<file path="src/rtl/facl_pkg.sv">
`timescale 1ns / 1ps

package facl_pkg;

  localparam int TIME_WIDTH_DEF = 32;

  localparam int CFG_ADDR_W = 2;
  localparam int CFG_DATA_W = 16;
  localparam int TARGET_W   = 12;
  localparam int ACK_W      = 32;
  localparam int LEVER_W    = 10;

  // Register indexes on the configuration port.
  localparam logic [CFG_ADDR_W-1:0] REG_LINK_TIMEOUT  = 2'd0;
  localparam logic [CFG_ADDR_W-1:0] REG_SEND_INTERVAL = 2'd1;
  localparam logic [CFG_ADDR_W-1:0] REG_NEUTRAL       = 2'd2;

  localparam logic [15:0]         LINK_TIMEOUT_RST  = 16'd500;
  localparam logic [15:0]         SEND_INTERVAL_RST = 16'd100;
  localparam logic [TARGET_W-1:0] NEUTRAL_RST       = 12'd2048;

  localparam logic OP_TICK   = 1'b0;
  localparam logic OP_PACKET = 1'b1;

  localparam logic KIND_FRAME = 1'b0;
  localparam logic KIND_ACK   = 1'b1;

  localparam logic [7:0] FRAME_SYNC = 8'hC0;
  localparam logic [7:0] MODE_TABLE = 8'd1;
  localparam logic [7:0] STOP_ON    = 8'd1;

  // One pending group of results: up to three bytes sent lowest first.
  typedef struct packed {
    logic [1:0]       cnt;
    logic             kind;
    logic [23:0]      bytes;
    logic [ACK_W-1:0] ack;
    logic             link;
  } grp_t;

  // The quotient floor((v + 100) / 102), saturated at 9, is the number of
  // thresholds 102*k - 100 (k = 1..9) that the lever value reaches.
  function automatic logic [TARGET_W-1:0] lever_target(input logic [LEVER_W-1:0] lever);
    logic [3:0] q;
    logic [TARGET_W-1:0] tgt;
    q = 4'd0;
    for (int k = 1; k <= 9; k++) begin
      if ({1'b0, lever} >= 11'(102 * k - 100)) begin
        q = q + 4'd1;
      end
    end
    unique case (q)
      4'd0:    tgt = 12'd1;
      4'd1:    tgt = 12'd819;
      4'd2:    tgt = 12'd1229;
      4'd3:    tgt = 12'd1638;
      4'd4:    tgt = 12'd2048;
      4'd5:    tgt = 12'd2458;
      4'd6:    tgt = 12'd2868;
      4'd7:    tgt = 12'd3277;
      4'd8:    tgt = 12'd3686;
      default: tgt = 12'd4095;
    endcase
    return tgt;
  endfunction

endpackage

</file>
<file path="src/rtl/failsafe_actuator_command_link.sv">
`timescale 1ns / 1ps

// Fail-safe actuator command link.
// Input channel (in_*): one item is either a millisecond tick (in_tuser = 0)
// or a received control packet (in_tuser = 1). A packet yields one
// acknowledgement result; a tick yields either nothing or a three-byte
// actuator frame (sync byte, low five target bits, upper seven target bits).
// Result channel (out_*): out_tuser gives the kind (0 frame byte, 1 ack),
// out_tlast marks the final result of one input item.
// An accepted item's results are held in the pending group register and
// then move into the single result register; frame bytes leave through it
// one per cycle while the receiver does not stall.
// A receiver stall holds the result register and, once the pending bytes of
// an item are queued, the input side; an item is still taken while the last
// result of the previous one waits in the output register.
// Reset (rst_n low, synchronous) restores the configuration defaults,
// clears time, link and ack state and drops any pending results.
// Configuration writes (cfg_we) are to be made only while idle; the block does not enforce it.
module failsafe_actuator_command_link
  import facl_pkg::*;
#(
  parameter int TIME_WIDTH = TIME_WIDTH_DEF
) (
  input  logic                  clk,
  input  logic                  rst_n,
  input  logic                  in_tvalid,
  output logic                  in_tready,
  input  logic [31:0]           in_tdata,   // lever_value, mode_byte, stop_byte, zero pad
  input  logic                  in_tuser,   // op
  output logic                  out_tvalid,
  input  logic                  out_tready,
  output logic [47:0]           out_tdata,  // frame_byte, ack_count, link_good, zero pad
  output logic                  out_tuser,  // kind
  output logic                  out_tlast,
  input  logic                  cfg_we,
  input  logic [CFG_ADDR_W-1:0] cfg_addr,
  input  logic [CFG_DATA_W-1:0] cfg_wdata
);

  logic [15:0]           link_timeout_r;
  logic [15:0]           send_interval_r;
  logic [TARGET_W-1:0]   neutral_r;

  logic [TIME_WIDTH-1:0] now_r, now_nxt;
  logic [TIME_WIDTH-1:0] last_rx_r, last_rx_nxt;
  logic [TIME_WIDTH-1:0] last_send_r, last_send_nxt;
  logic [TARGET_W-1:0]   held_r, held_nxt;
  logic                  stop_r, stop_nxt;
  logic                  link_r, link_nxt;
  logic [ACK_W-1:0]      acks_r, acks_nxt;

  grp_t                  grp_r, grp_nxt;
  logic                  out_valid_r, out_valid_nxt;
  logic                  out_kind_r, out_kind_nxt;
  logic                  out_last_r, out_last_nxt;
  logic [7:0]            out_byte_r, out_byte_nxt;
  logic [ACK_W-1:0]      out_ack_r, out_ack_nxt;
  logic                  out_link_r, out_link_nxt;

  logic                  accept;
  logic                  move;
  logic [TIME_WIDTH-1:0] now_inc;
  logic                  tick_link;
  logic                  send_due;
  logic [TARGET_W-1:0]   frame_target;

  logic [LEVER_W-1:0]    in_lever;
  logic [7:0]            in_mode;
  logic [7:0]            in_stop;

  assign in_lever = in_tdata[9:0];
  assign in_mode  = in_tdata[17:10];
  assign in_stop  = in_tdata[25:18];

  // A new item may enter while the last pending result leaves.
  assign in_tready = (grp_r.cnt == 2'd0) || ((grp_r.cnt == 2'd1) && move);
  assign accept    = in_tvalid && in_tready;
  assign move      = (grp_r.cnt != 2'd0) && (!out_valid_r || out_tready);

  assign now_inc      = now_r + TIME_WIDTH'(1);
  assign tick_link    = (now_inc - last_rx_r) < TIME_WIDTH'(link_timeout_r);
  assign send_due     = (now_inc - last_send_r) >= TIME_WIDTH'(send_interval_r);
  assign frame_target = (!tick_link || stop_r) ? neutral_r : held_r;

  always_comb begin
    now_nxt       = now_r;
    last_rx_nxt   = last_rx_r;
    last_send_nxt = last_send_r;
    held_nxt      = held_r;
    stop_nxt      = stop_r;
    link_nxt      = link_r;
    acks_nxt      = acks_r;
    grp_nxt       = grp_r;

    if (move) begin
      grp_nxt.cnt   = grp_r.cnt - 2'd1;
      grp_nxt.bytes = {8'd0, grp_r.bytes[23:8]};
    end

    if (accept) begin
      if (in_tuser == OP_PACKET) begin
        held_nxt      = (in_mode == MODE_TABLE) ? lever_target(in_lever) : neutral_r;
        stop_nxt      = (in_stop == STOP_ON);
        acks_nxt      = acks_r + ACK_W'(1);
        last_rx_nxt   = now_r;
        grp_nxt.cnt   = 2'd1;
        grp_nxt.kind  = KIND_ACK;
        grp_nxt.bytes = 24'd0;
        grp_nxt.ack   = acks_r + ACK_W'(1);
        grp_nxt.link  = link_r;
      end else begin
        now_nxt  = now_inc;
        link_nxt = tick_link;
        if (send_due) begin
          last_send_nxt = now_inc;
          grp_nxt.cnt   = 2'd3;
          grp_nxt.kind  = KIND_FRAME;
          grp_nxt.bytes = {1'b0, frame_target[11:5], 3'd0, frame_target[4:0], FRAME_SYNC};
          grp_nxt.ack   = acks_r;
          grp_nxt.link  = tick_link;
        end
      end
    end
  end

  always_comb begin
    out_valid_nxt = out_valid_r;
    out_kind_nxt  = out_kind_r;
    out_last_nxt  = out_last_r;
    out_byte_nxt  = out_byte_r;
    out_ack_nxt   = out_ack_r;
    out_link_nxt  = out_link_r;
    if (move) begin
      out_valid_nxt = 1'b1;
      out_kind_nxt  = grp_r.kind;
      out_last_nxt  = (grp_r.cnt == 2'd1);
      out_byte_nxt  = grp_r.bytes[7:0];
      out_ack_nxt   = grp_r.ack;
      out_link_nxt  = grp_r.link;
    end else if (out_tready) begin
      out_valid_nxt = 1'b0;
    end
  end

  always_ff @(posedge clk) begin
    if (!rst_n) begin
      link_timeout_r  <= LINK_TIMEOUT_RST;
      send_interval_r <= SEND_INTERVAL_RST;
      neutral_r       <= NEUTRAL_RST;
    end else if (cfg_we) begin
      unique case (cfg_addr)
        REG_LINK_TIMEOUT:  link_timeout_r  <= cfg_wdata;
        REG_SEND_INTERVAL: send_interval_r <= cfg_wdata;
        REG_NEUTRAL:       neutral_r       <= cfg_wdata[TARGET_W-1:0];
        default: ;
      endcase
    end
  end

  always_ff @(posedge clk) begin
    if (!rst_n) begin
      now_r       <= '0;
      last_rx_r   <= '0;
      last_send_r <= '0;
      held_r      <= NEUTRAL_RST;
      stop_r      <= 1'b0;
      link_r      <= 1'b0;
      acks_r      <= '0;
      grp_r       <= '0;
      out_valid_r <= 1'b0;
    end else begin
      now_r       <= now_nxt;
      last_rx_r   <= last_rx_nxt;
      last_send_r <= last_send_nxt;
      held_r      <= held_nxt;
      stop_r      <= stop_nxt;
      link_r      <= link_nxt;
      acks_r      <= acks_nxt;
      grp_r       <= grp_nxt;
      out_valid_r <= out_valid_nxt;
    end
  end

  always_ff @(posedge clk) begin
    out_kind_r  <= out_kind_nxt;
    out_last_r  <= out_last_nxt;
    out_byte_r  <= out_byte_nxt;
    out_ack_r   <= out_ack_nxt;
    out_link_r  <= out_link_nxt;
  end

  assign out_tvalid = out_valid_r;
  assign out_tuser  = out_kind_r;
  assign out_tlast  = out_last_r;
  assign out_tdata  = {7'd0, out_link_r, out_ack_r, out_byte_r};

endmodule

</file>
<file path="config.mk">
export PLATFORM = sky130hd
export DESIGN_NAME = failsafe_actuator_command_link
export DESIGN_NICKNAME = d
export VERILOG_FILES = /design/src/rtl/facl_pkg.sv /design/src/rtl/failsafe_actuator_command_link.sv
export SDC_FILE = /design/constraint.sdc
export NUM_CORES = 1
export LEC_CHECK = 0
export BUFFER_PORTS_ARGS = -buffer_cell sky130_fd_sc_hd__clkbuf_2
export CAP_MARGIN = 15
export CORE_MARGIN = 2
export CORE_UTILIZATION = 62
export DETAILED_ROUTE_END_ITERATION = 7
export MAX_ROUTING_LAYER = met4
export PLACE_DENSITY = 0.81
export SLEW_MARGIN = 20
export SYNTH_ARGS = -nofsm -noshare
export SYNTH_HDL_FRONTEND = slang
export SYNTH_SLANG_ARGS = --single-unit
</file>
<file path="constraint.sdc">
create_clock -name clk -period 8.4 [get_ports clk]
set_input_delay 0.84 -clock clk [delete_from_list [all_inputs] [get_ports clk]]
set_output_delay 0.84 -clock clk [all_outputs]
set_load 0.02 [all_outputs]
</file>
* Word level (Yosys, flattened, before mapping)
Memories as Yosys holds them, arrays and structs flattened.
Cells that the tools add are included.
** Storage, ports and cells
- Memories :: 1
- Register bits :: 290
- Logic and storage cells :: 108
- Bits in read-only memories :: 192
- Output and inout port bits :: 52
- Memory bits (writable) :: 0
- Bits in latches :: 0
** Operators by class
- $mul :: 0
- Magnitude comparators :: 11
- Reductions and logical operators :: 20
- Bitwise operators :: 1
- Mux-type cells :: 36
- Div/mod/pow operators :: 0
- Eq/ne operators :: 5
- Shift-type cells :: 0
- Add/sub/neg operators :: 13
** Memory list
- (no name shown) :: depth 16, width 12, read ports 1, clocked after Yosys merged registers in 0, write ports 0, RTL line facl_pkg.sv:52 : unique case (q)
** Operators with widths (count)
- 60-bit 2-to-1 mux :: 3
- 4-bit 2-to-1 mux :: 26
- 32-bit by 1-bit adder with 32-bit output, second input constant :: 2
- 32-bit subtractor :: 2
- 10-bit >= comparator, second input constant :: 4
- 4-bit by 1-bit adder with 4-bit output, second input constant :: 8
- 32-bit by 16-bit >= comparator with 1-bit output :: 1
- 32-bit by 16-bit less-than comparator with 1-bit output :: 1
- 12-bit 2-to-1 mux :: 2
- 24-bit 2-to-1 mux :: 1
- 10-bit by 9-bit >= comparator with 1-bit output, second input constant :: 2
- 8-bit by 1-bit == test with 1-bit output, second input constant :: 2
- 2-bit AND reduction :: 6
- 10-bit by 2-bit >= comparator with 1-bit output, second input constant :: 1
- 10-bit by 7-bit >= comparator with 1-bit output, second input constant :: 1
- 10-bit by 8-bit >= comparator with 1-bit output, second input constant :: 1
- 2-bit nonzero test :: 3
- 2-bit by 1-bit == test with 1-bit output, second input constant :: 2
- 2-bit logical NOT :: 2
- 1-bit logical AND :: 3
- 1-bit logical OR :: 3
- 1-bit 2-to-1 mux :: 3
- 3-bit AND reduction :: 1
- 2-bit == test, second input constant :: 1
- other kinds (4) :: 5

* Depth between registers and ports, before layout
Gate-level depths: netlist of the first run.
An unclocked memory read counts as a cell.
- Depth in word-level cells :: 41
- Mapped depth :: 34

* Worst setup path before layout of the first run
OpenSTA, ideal clock, no wires.
- Path kind :: input to register
- Start point :: input in_tdata[9]
- End point :: register held_r[0]
- Setup slack :: 2.058 ns
- Required time :: 8.329 ns
- Arrival time :: 6.271 ns
- Library setup time :: 0.071 ns
- Cell stages on the path :: 32
- Buffers on the path :: 1
- Cell sequence :: clkbuf_1 > nor4_1 > and3_1 > inv_1 > ha_1 > inv_1 > o211ai_1 > and2_1 > ha_1 > inv_1 > a211oi_1 > a31oi_1 > inv_1 > ha_1 > nor2_1 > a21oi_1 > ha_1 > inv_1 > a221oi_1 > ha_1 > mux2i_1 > inv_1 > ha_1 > nor2_1 > a21oi_1 > ha_1 > mux2i_1 > inv_1 > ha_1 > mux2_2 > a211o_1 > a21oi_1
** Between the ends
- Longest elaborated chain between the ends :: 38
** RTL lines
- from (decl) :: RTL line failsafe_actuator_command_link.sv:28 : input logic [31:0] in_tdata,
- 10-bit by 2-bit >= comparator with 1-bit output :: RTL line facl_pkg.sv:48 : if ({1'b0, lever} >= 11'(102 * k - 100)) begin
- 1-bit 2-to-1 mux :: RTL line facl_pkg.sv:48
- 4-bit 2-to-1 mux :: RTL line failsafe_actuator_command_link.sv:101 : if (in_tuser == OP_PACKET) begin
- 4-bit 2-to-1 mux :: RTL line failsafe_actuator_command_link.sv:100 : if (accept) begin
- 4-bit by 1-bit adder with 4-bit output :: RTL line facl_pkg.sv:49 : q = q + 4'd1;
- 4-bit 2-to-1 mux :: RTL line facl_pkg.sv:48
- 4-bit 2-to-1 mux :: RTL line failsafe_actuator_command_link.sv:101
- 4-bit 2-to-1 mux :: RTL line failsafe_actuator_command_link.sv:100
- [22 not listed]
- 4-bit 2-to-1 mux :: RTL line failsafe_actuator_command_link.sv:101
- 4-bit 2-to-1 mux :: RTL line failsafe_actuator_command_link.sv:100
- 4-bit by 1-bit adder with 4-bit output :: RTL line facl_pkg.sv:49
- 4-bit 2-to-1 mux (*) :: RTL line facl_pkg.sv:48
- 4-bit 2-to-1 mux (*) :: RTL line failsafe_actuator_command_link.sv:101
- 4-bit 2-to-1 mux (*) :: RTL line failsafe_actuator_command_link.sv:100
- memory 16 x 12 bit (*)
- 12-bit 2-to-1 mux (*) :: RTL line failsafe_actuator_command_link.sv:102 : held_nxt = (in_mode == MODE_TABLE) ? lever_target(in_lever) : neutral_r;
- to (signal assigned) :: RTL line failsafe_actuator_command_link.sv:175 : held_r <= held_nxt;
- to (decl) :: RTL line failsafe_actuator_command_link.sv:47 : logic [TARGET_W-1:0] held_r, held_nxt;
Mark *: on every way between the ends. The rest lies on a longest branch, timed or not. The select of a mux whose other input is x is not followed.
A chain may end at the register's enable or synchronous reset.

* Final worst setup path of the first run
- Start point :: register now_r[0]
- End point :: register last_send_r[0]
** Between the ends
- Longest elaborated chain between the ends :: 4
** RTL lines
- from (decl) :: RTL line failsafe_actuator_command_link.sv:44 : logic [TIME_WIDTH-1:0] now_r, now_nxt;
- from (signal assigned) :: RTL line failsafe_actuator_command_link.sv:172 : now_r <= now_nxt;
- 32-bit by 1-bit adder with 32-bit output :: RTL line failsafe_actuator_command_link.sv:80 : assign now_inc = now_r + TIME_WIDTH'(1);
- net now_inc[24] :: RTL line failsafe_actuator_command_link.sv:62 : logic [TIME_WIDTH-1:0] now_inc;
- 32-bit subtractor :: RTL line failsafe_actuator_command_link.sv:82 : assign send_due = (now_inc - last_send_r) >= TIME_WIDTH'(send_interval_r);
- 32-bit by 16-bit >= comparator with 1-bit output :: RTL line failsafe_actuator_command_link.sv:82
- 3-bit AND reduction (no line)
- to (signal assigned) :: RTL line failsafe_actuator_command_link.sv:174 : last_send_r <= last_send_nxt;
- to (decl) :: RTL line failsafe_actuator_command_link.sv:46 : logic [TIME_WIDTH-1:0] last_send_r, last_send_nxt;
The timed path passes the listed nets, and every way through them passes these cells.

==> impl_metrics.tcl, run 1 <==
set metrics [dict create \
    finalPower_mw 4.91 \
    synthToLayoutAreaGrowth_pct 9.88 \
    rsz0062_at_grt "false" \
    worst_pin_slew_ps 1030 \
    period_share_pct 87.5 \
    dr.pass1.iters 5 \
    io_pins 108 \
    ctsHtreeMaxLevel 1 \
    stdcell_count 2534 \
    start_util_pct 63.2 \
    cellPowerDensity_mw_per_mm2 261 \
    gp_congestion 0.914 \
    numPortBuffers 93 \
    synthArstFlopShare_pct 0 \
    final_antenna_net_count 0 \
    yosys_register_bits 290 \
    synthTopCellsByCount "319 x nand2_1, 247 x dfxtp_1, 232 x a21oi_1" \
    core.rowCount 60 \
    yosys.area.top_type "dfxtp_1" \
    finalWorstSetupSlack_ps 1050 \
    die_x_um 170 \
    cts.sinks 290 \
    slowest_delay_ps 660 \
    dp_hpwl_um 30100 \
    cts-resized-gates 0 \
    vias 15300 \
    grt_use_total_pct 30.0 \
    grt_first_pass_wirelength_um 69800 \
    fillers 2212 \
    wirelength_um 42600 \
    pre_cts_slack_ps 1180 \
    syn_inst 2143 \
    cts_buffer_depth 3 \
    endpoint_kind "register" \
    root_buffer "clkbuf_16" \
    postLayoutCellArea_mm2 0.0188 \
    crit_chain "ha_1, nand3_1, nor2_1, and4_1, and2_1, nand4_1, nor2_1, and2_1, nand2_1, xnor2_1, ha_1, a21o_1, a31oi_1, a21boi_0, nand2_1, nor3_1, o21ai_0, a2111o_1, nor4_4, nand2b_2, buf_12, mux2i_1, nor2_1" \
    synth-edff-count 43 \
    critical_path.max_fanout 60 \
    ctsHoldBuffers 0 \
    slowest_stage "nand2b_2" \
    placed_cell_area_mm2 0.0176 \
    drive_gt1_share_pct 8.25 \
    hp-class "reg2reg" \
    place_inst 2477 \
    status "complete, no violations" \
    drt_iter0_markers 1178 \
    ys.flop_type "dfxtp_1" \
    final-setup-viol-count 0 \
    fp.dieH_um 170 \
    grt_overflow 0 \
    cts_buffers 31 \
    path_common_cell "nor2_1" \
    grt_pass1_vias 14400 \
    max_clock_freq_mhz 136 \
    critPathBufInv 1 \
    cp_top_family "simple AND/OR/NAND/NOR gates" \
    core-area_mm2 0.0270 \
    clk_pin_slew_ps 60 \
    ys_seq_area_share_pct 36.5 \
    grt_max_degree 88 \
    timing.hold.ws_ps 429 \
    n_antenna_cell 0 \
    report.final.slew_viol_count 0 \
    yosys.area.top_type_share_pct 28.9 \
    cellLeakagePower_nw 7.76 \
    via_per_inst 6.04 \
    finClkSkew_ps 8.79 \
    wl_per_cell_um 16.8 \
    crit_type "reg2reg" \
    ys.warnings.count 0 \
    antenna_found_initial 0 \
    yosysMostFrequentCell "nand2_1" \
    final_util_pct 69.5 \
    hold_viol_final 0 \
    avgSynthCellArea_um2 7.97 \
    dieArea_mm2 0.0289 \
    clk_latency_ps 560 \
    synth_area_mm2 0.0171 \
    slew_headroom_pct 30.3 \
    arrival_ps 7750 \
    synthTopCellsByArea "dfxtp_1 29%, ha_1 8.1%, edfxtp_1 7.6%" \
    ir_drop_uv 177 \
    maxCapViolCount 0 \
    cp-start-kind "register" \
    fin_tns_setup_ps 0 \
    required_ps 8800 \
    route.detailed.drc 0 \
    finalNetCount 2337 \
    cts_setup_buffers 0 \
    yosys.cell_types.count 73 \
    cts_tree "done" \
    period_needed_ps 7350 \
]
state kept, by name, summed over array words and instances (netlist names), 8 cells and up:
signal           count
neutral_r           12
acks_r              32
now_r               32
out_ack_r           32
out_byte_r           8
last_send_r         32
link_timeout_r      16
send_interval_r     16
grp_r               60
last_rx_r           32
held_r              12
per-layer routing:
layer  wire (µm)  vias up  track usage (%)
met5           0        -                -
met4         977        0             7.95
met3        2440       81             2.98
met2       20500      440             51.3
met1       18600     7199             38.1
li1            -     7588                -
layout by cell type (no fill, tap or decap), drive strengths merged, types with 14 or more instances in the layout:
cell / Yosys / final
nand2: 319 / 319
mux2i: 28 / 28
dfxtp: 247 / 247
nor3: 29 / 29
a21o: 27 / 27
xnor2: 62 / 62
edfxtp: 43 / 43
a31oi: 16 / 16
nand4: 35 / 35
o211ai: 26 / 26
inv: 131 / 132
clkbuf: 92 / 130
or3: 46 / 46
nand2b: 18 / 18
ha: 110 / 110
a211oi: 47 / 47
a21oi: 232 / 232
and3: 22 / 22
xor2: 63 / 63
o21a: 14 / 14
nand3: 52 / 52
nor2: 181 / 181
o21ai: 112 / 112
power by group:
| group | total, mW | switching [mW] | internal [mW] |
|---|---|---|---|
| clock | 1.52 | 0.577 | 0.941 |
| combinational | 1.65 | 1.07 | 0.573 |
| sequential | 1.74 | 0.0806 | 1.66 |
logic make-up (layout without fill, tap and decap cells):
logic type | count (synthesis) | in the layout | share of synthesized area [%]
simple gates | 764 | 764 | 20.6
compound gates | 573 | 573 | 20.6
flops | 290 | 290 | 36.5
buf+inv | 248 | 292 | 5.75
xor+xnor | 126 | 126 | 6.54
fa+ha+maj | 112 | 112 | 8.29
mux | 29 | 29 | 1.71
other cells | 1 | 7 | 0.0219
final timing paths:
path	startpoint	end	slack, ps	depth (start not counted)
worst max-delay path	now_r[0]$_SDFFE_PN0P_	last_send_r[0]$_SDFFE_PN0P_	1050	23
worst min-delay path	grp_r[9]$_SDFFE_PN0P_	out_ack_r[8]$_DFFE_PP_	430	0
worst max register to register	now_r[0]$_SDFFE_PN0P_	last_send_r[0]$_SDFFE_PN0P_	1050	23
worst min register to register	grp_r[9]$_SDFFE_PN0P_	out_ack_r[8]$_DFFE_PP_	430	0
final cells by class:
type / count / area (µm²) / share of cell area (%)
multi-input combinational: 1611 / 9920 / 52.8
sequential: 290 / 6240 / 33.2
clock buffer: 37 / 818 / 4.36
timing repair buffer: 104 / 561 / 2.99
inverter: 131 / 495 / 2.64
tap: 341 / 427 / 2.27
clock inverter: 20 / 320 / 1.71
Power figures use the tool's default switching activity.
==> inputs of run 2 (changes only) <==
Settings changed: ABC_AREA from default to 1.
==> run 2 against run 1 <==
Clock skew up 3.8 ps. Synthesized area is 8.2% higher. Wire length up 18%. Global-route usage is 2.8 points higher. Via count up 18%. Largest power group is now combinational cells.
==> impl_metrics.tcl, run 2 <==
set metrics [dict create \
    numPortBuffers 93 \
    slew_headroom_pct 38.4 \
    root_buffer "clkbuf_16" \
    r2r_cells 29 \
    ctsHtreeMaxLevel 1 \
    antenna_found_initial 0 \
    endpoint_kind "register" \
    start_util_pct 62.7 \
    timing.hold.ws_ps 425 \
    rr_startpoint "now_r[0]$_SDFFE_PN0P_" \
    min_path_cells 0 \
    syn_inst 2729 \
    top_register "grp_r" \
    synth_area_mm2 0.0185 \
    cellLeakagePower_nw 9.64 \
    grt_use_total_pct 32.8 \
    wl_per_cell_um 15.7 \
    rsz0062_at_grt "false" \
    synthArstFlopShare_pct 0 \
    yosys.area.top_type_share_pct 26.7 \
    io_pins 108 \
    switchingPower_mw 3.50 \
    vias 18000 \
    dp_hpwl_um 37300 \
    min_from "grp_r[15]$_SDFFE_PN0P_" \
    route.detailed.drc 0 \
    ys.flop_type "dfxtp_1" \
    final-setup-viol-count 0 \
    period_share_pct 82.2 \
    final_antenna_net_count 0 \
    final_util_pct 68.3 \
    die_x_um 177 \
    fin_tns_setup_ps 0 \
    path_common_cell "nor2_1" \
    crit_type "reg2reg" \
    grt_first_pass_wirelength_um 82200 \
    cts_buffers 31 \
    yosys.area.top_type "dfxtp_1" \
    yosys.cell_types.count 54 \
    synthTopCellsByArea "dfxtp_1 27%, nand2_1 12%, inv_1 7.5%" \
    gp_congestion 0.993 \
    postLayoutCellArea_mm2 0.0201 \
    dr.pass1.iters 8 \
    arrival_ps 7350 \
    final_common_cell "nand2_1" \
    synthToLayoutAreaGrowth_pct 8.81 \
    core.rowCount 63 \
    pre_cts_slack_ps 1640 \
    hold_end "out_ack_r[14]$_DFFE_PP_" \
    finClkSkew_ps 12.6 \
    synthTopCellsByCount "609 x nand2_1, 371 x inv_1, 273 x a21oi_1" \
    maxCapViolCount 0 \
    required_ps 8850 \
    worst_pin_slew_ps 921 \
    combPwrFrac_pct 54.8 \
    yosys_register_bits 290 \
    place_inst 3130 \
    cts_setup_buffers 0 \
    slowest_stage "nand4_4" \
    grt_overflow 0 \
    grt_pass1_vias 17200 \
    p_int_mw 3.87 \
    cts.sinks 290 \
    finalPower_mw 7.37 \
    yosysMostFrequentCell "nand2_1" \
    hp-class "reg2reg" \
    drive_gt1_share_pct 7.19 \
    cts_tree "done" \
    largest_reg_flops 60 \
    max_clock_freq_mhz 145 \
    status "complete, no violations" \
    mostFrequentLayoutCells "609 x nand2_1, 370 x inv_1, 273 x a21oi_1" \
    avgSynthCellArea_um2 6.78 \
    swShare_pct 47.5 \
    finalWorstSetupSlack_ps 1490 \
    via_per_inst 5.64 \
    ir_drop_uv 421 \
    cellPowerDensity_mw_per_mm2 366 \
    report.final.slew_viol_count 0 \
    cts-resized-gates 0 \
    hold_viol_final 0 \
    clk_pin_slew_ps 60 \
    clk_latency_ps 570 \
    power.share.sequential_pct 26.8 \
    grt_max_degree 94 \
    finalNetCount 2941 \
    placed_cell_area_mm2 0.0191 \
    ctsHoldBuffers 0 \
    ys.warnings.count 0 \
    drt_iter0_markers 1503 \
    wirelength_um 50100 \
    period_needed_ps 6910 \
    slowest_delay_ps 650 \
    fp.dieH_um 177 \
    clockPowerShare_pct 18.4 \
    synth-edff-count 43 \
    critical_path.max_fanout 46 \
    cts_buffer_depth 3 \
    dieArea_mm2 0.0312 \
    core-area_mm2 0.0295 \
    reg2reg_to "grp_r[23]$_SDFFE_PN0P_" \
    cp-start-kind "register" \
    ys_seq_area_share_pct 33.7 \
    stdcell_count 3187 \
    n_antenna_cell 0 \
    r2r_slack_ps 1490 \
]
==> run 2: worst max-delay path by stage <==
stage	to	cells past startpoint	slack [ps]	from
finish	grp_r[23]$_SDFFE_PN0P_	29	1490	now_r[0]$_SDFFE_PN0P_
global route	grp_r[9]$_SDFFE_PN0P_	29	850	now_r[0]$_SDFFE_PN0P_
CTS	grp_r[23]$_SDFFE_PN0P_	29	1550	now_r[0]$_SDFFE_PN0P_
detailed placement	grp_r[23]$_SDFFE_PN0P_	29	1640	now_r[0]$_SDFFE_PN0P_
global placement	grp_r[0]$_SDFFE_PN0P_	29	1820	now_r[0]$_SDFFE_PN0P_
floorplan	held_r[4]$_SDFFE_PN0P_	34	2590	in_tdata[9]
==> run 2: cells by family after synthesis <==
group           after synthesis  synth area share, %
xor+xnor                     90                 4.26
other cells                   1               0.0203
flops                       290                 33.7
buf+inv                     482                 10.3
compound gates              586                 16.9
simple gates               1168                 27.1
fa+ha+maj                   112                 7.66
==> run 2: layout make-up <==
cell class                      instances  area [µm²]
Tap cell                              390         488
Clock buffer                           41         863
Clock inverter                         16         146
Timing Repair Buffer                  106         566
Inverter                              381        1430
Fill cell                            2590        9360
Multi-Input combinational cell       1963       10400
Sequential cell                       290        6240
==> run 2: per-layer routing <==
metal	track usage, %	vias up	share of wire (%)
met2	57.3	555	49
met3	3.09	131	5.0
met4	11.7	0	3.6
met1	39.4	8269	43
met5	-	-	0
li1	-	9032	-
==> run 2: power by group through the flow <==
stage               clock network (mW)  registers [mW]  logic, mW
floorplan                            0            2.09       2.82
global placement                     0            1.98       3.87
detailed placement                   0            2.00       3.98
CTS                               1.37            1.97       4.00
global route                      1.43            2.01       4.57
finish                            1.36            1.97       4.04
==> run 2: worst max-delay path, delay by kind of cell, from the launching register on <==
| family | cells | cell delay, ps |
|---|---|---|
| AO/OA/AOI/OAI | 5 | 1120 |
| XOR/XNOR | 2 | 440 |
| adder cells (fa/ha/maj) | 3 | 890 |
| buffers and inverters | 3 | 290 |
| flip-flops | 1 | 400 |
| AND/OR/NAND/NOR | 16 | 3590 |
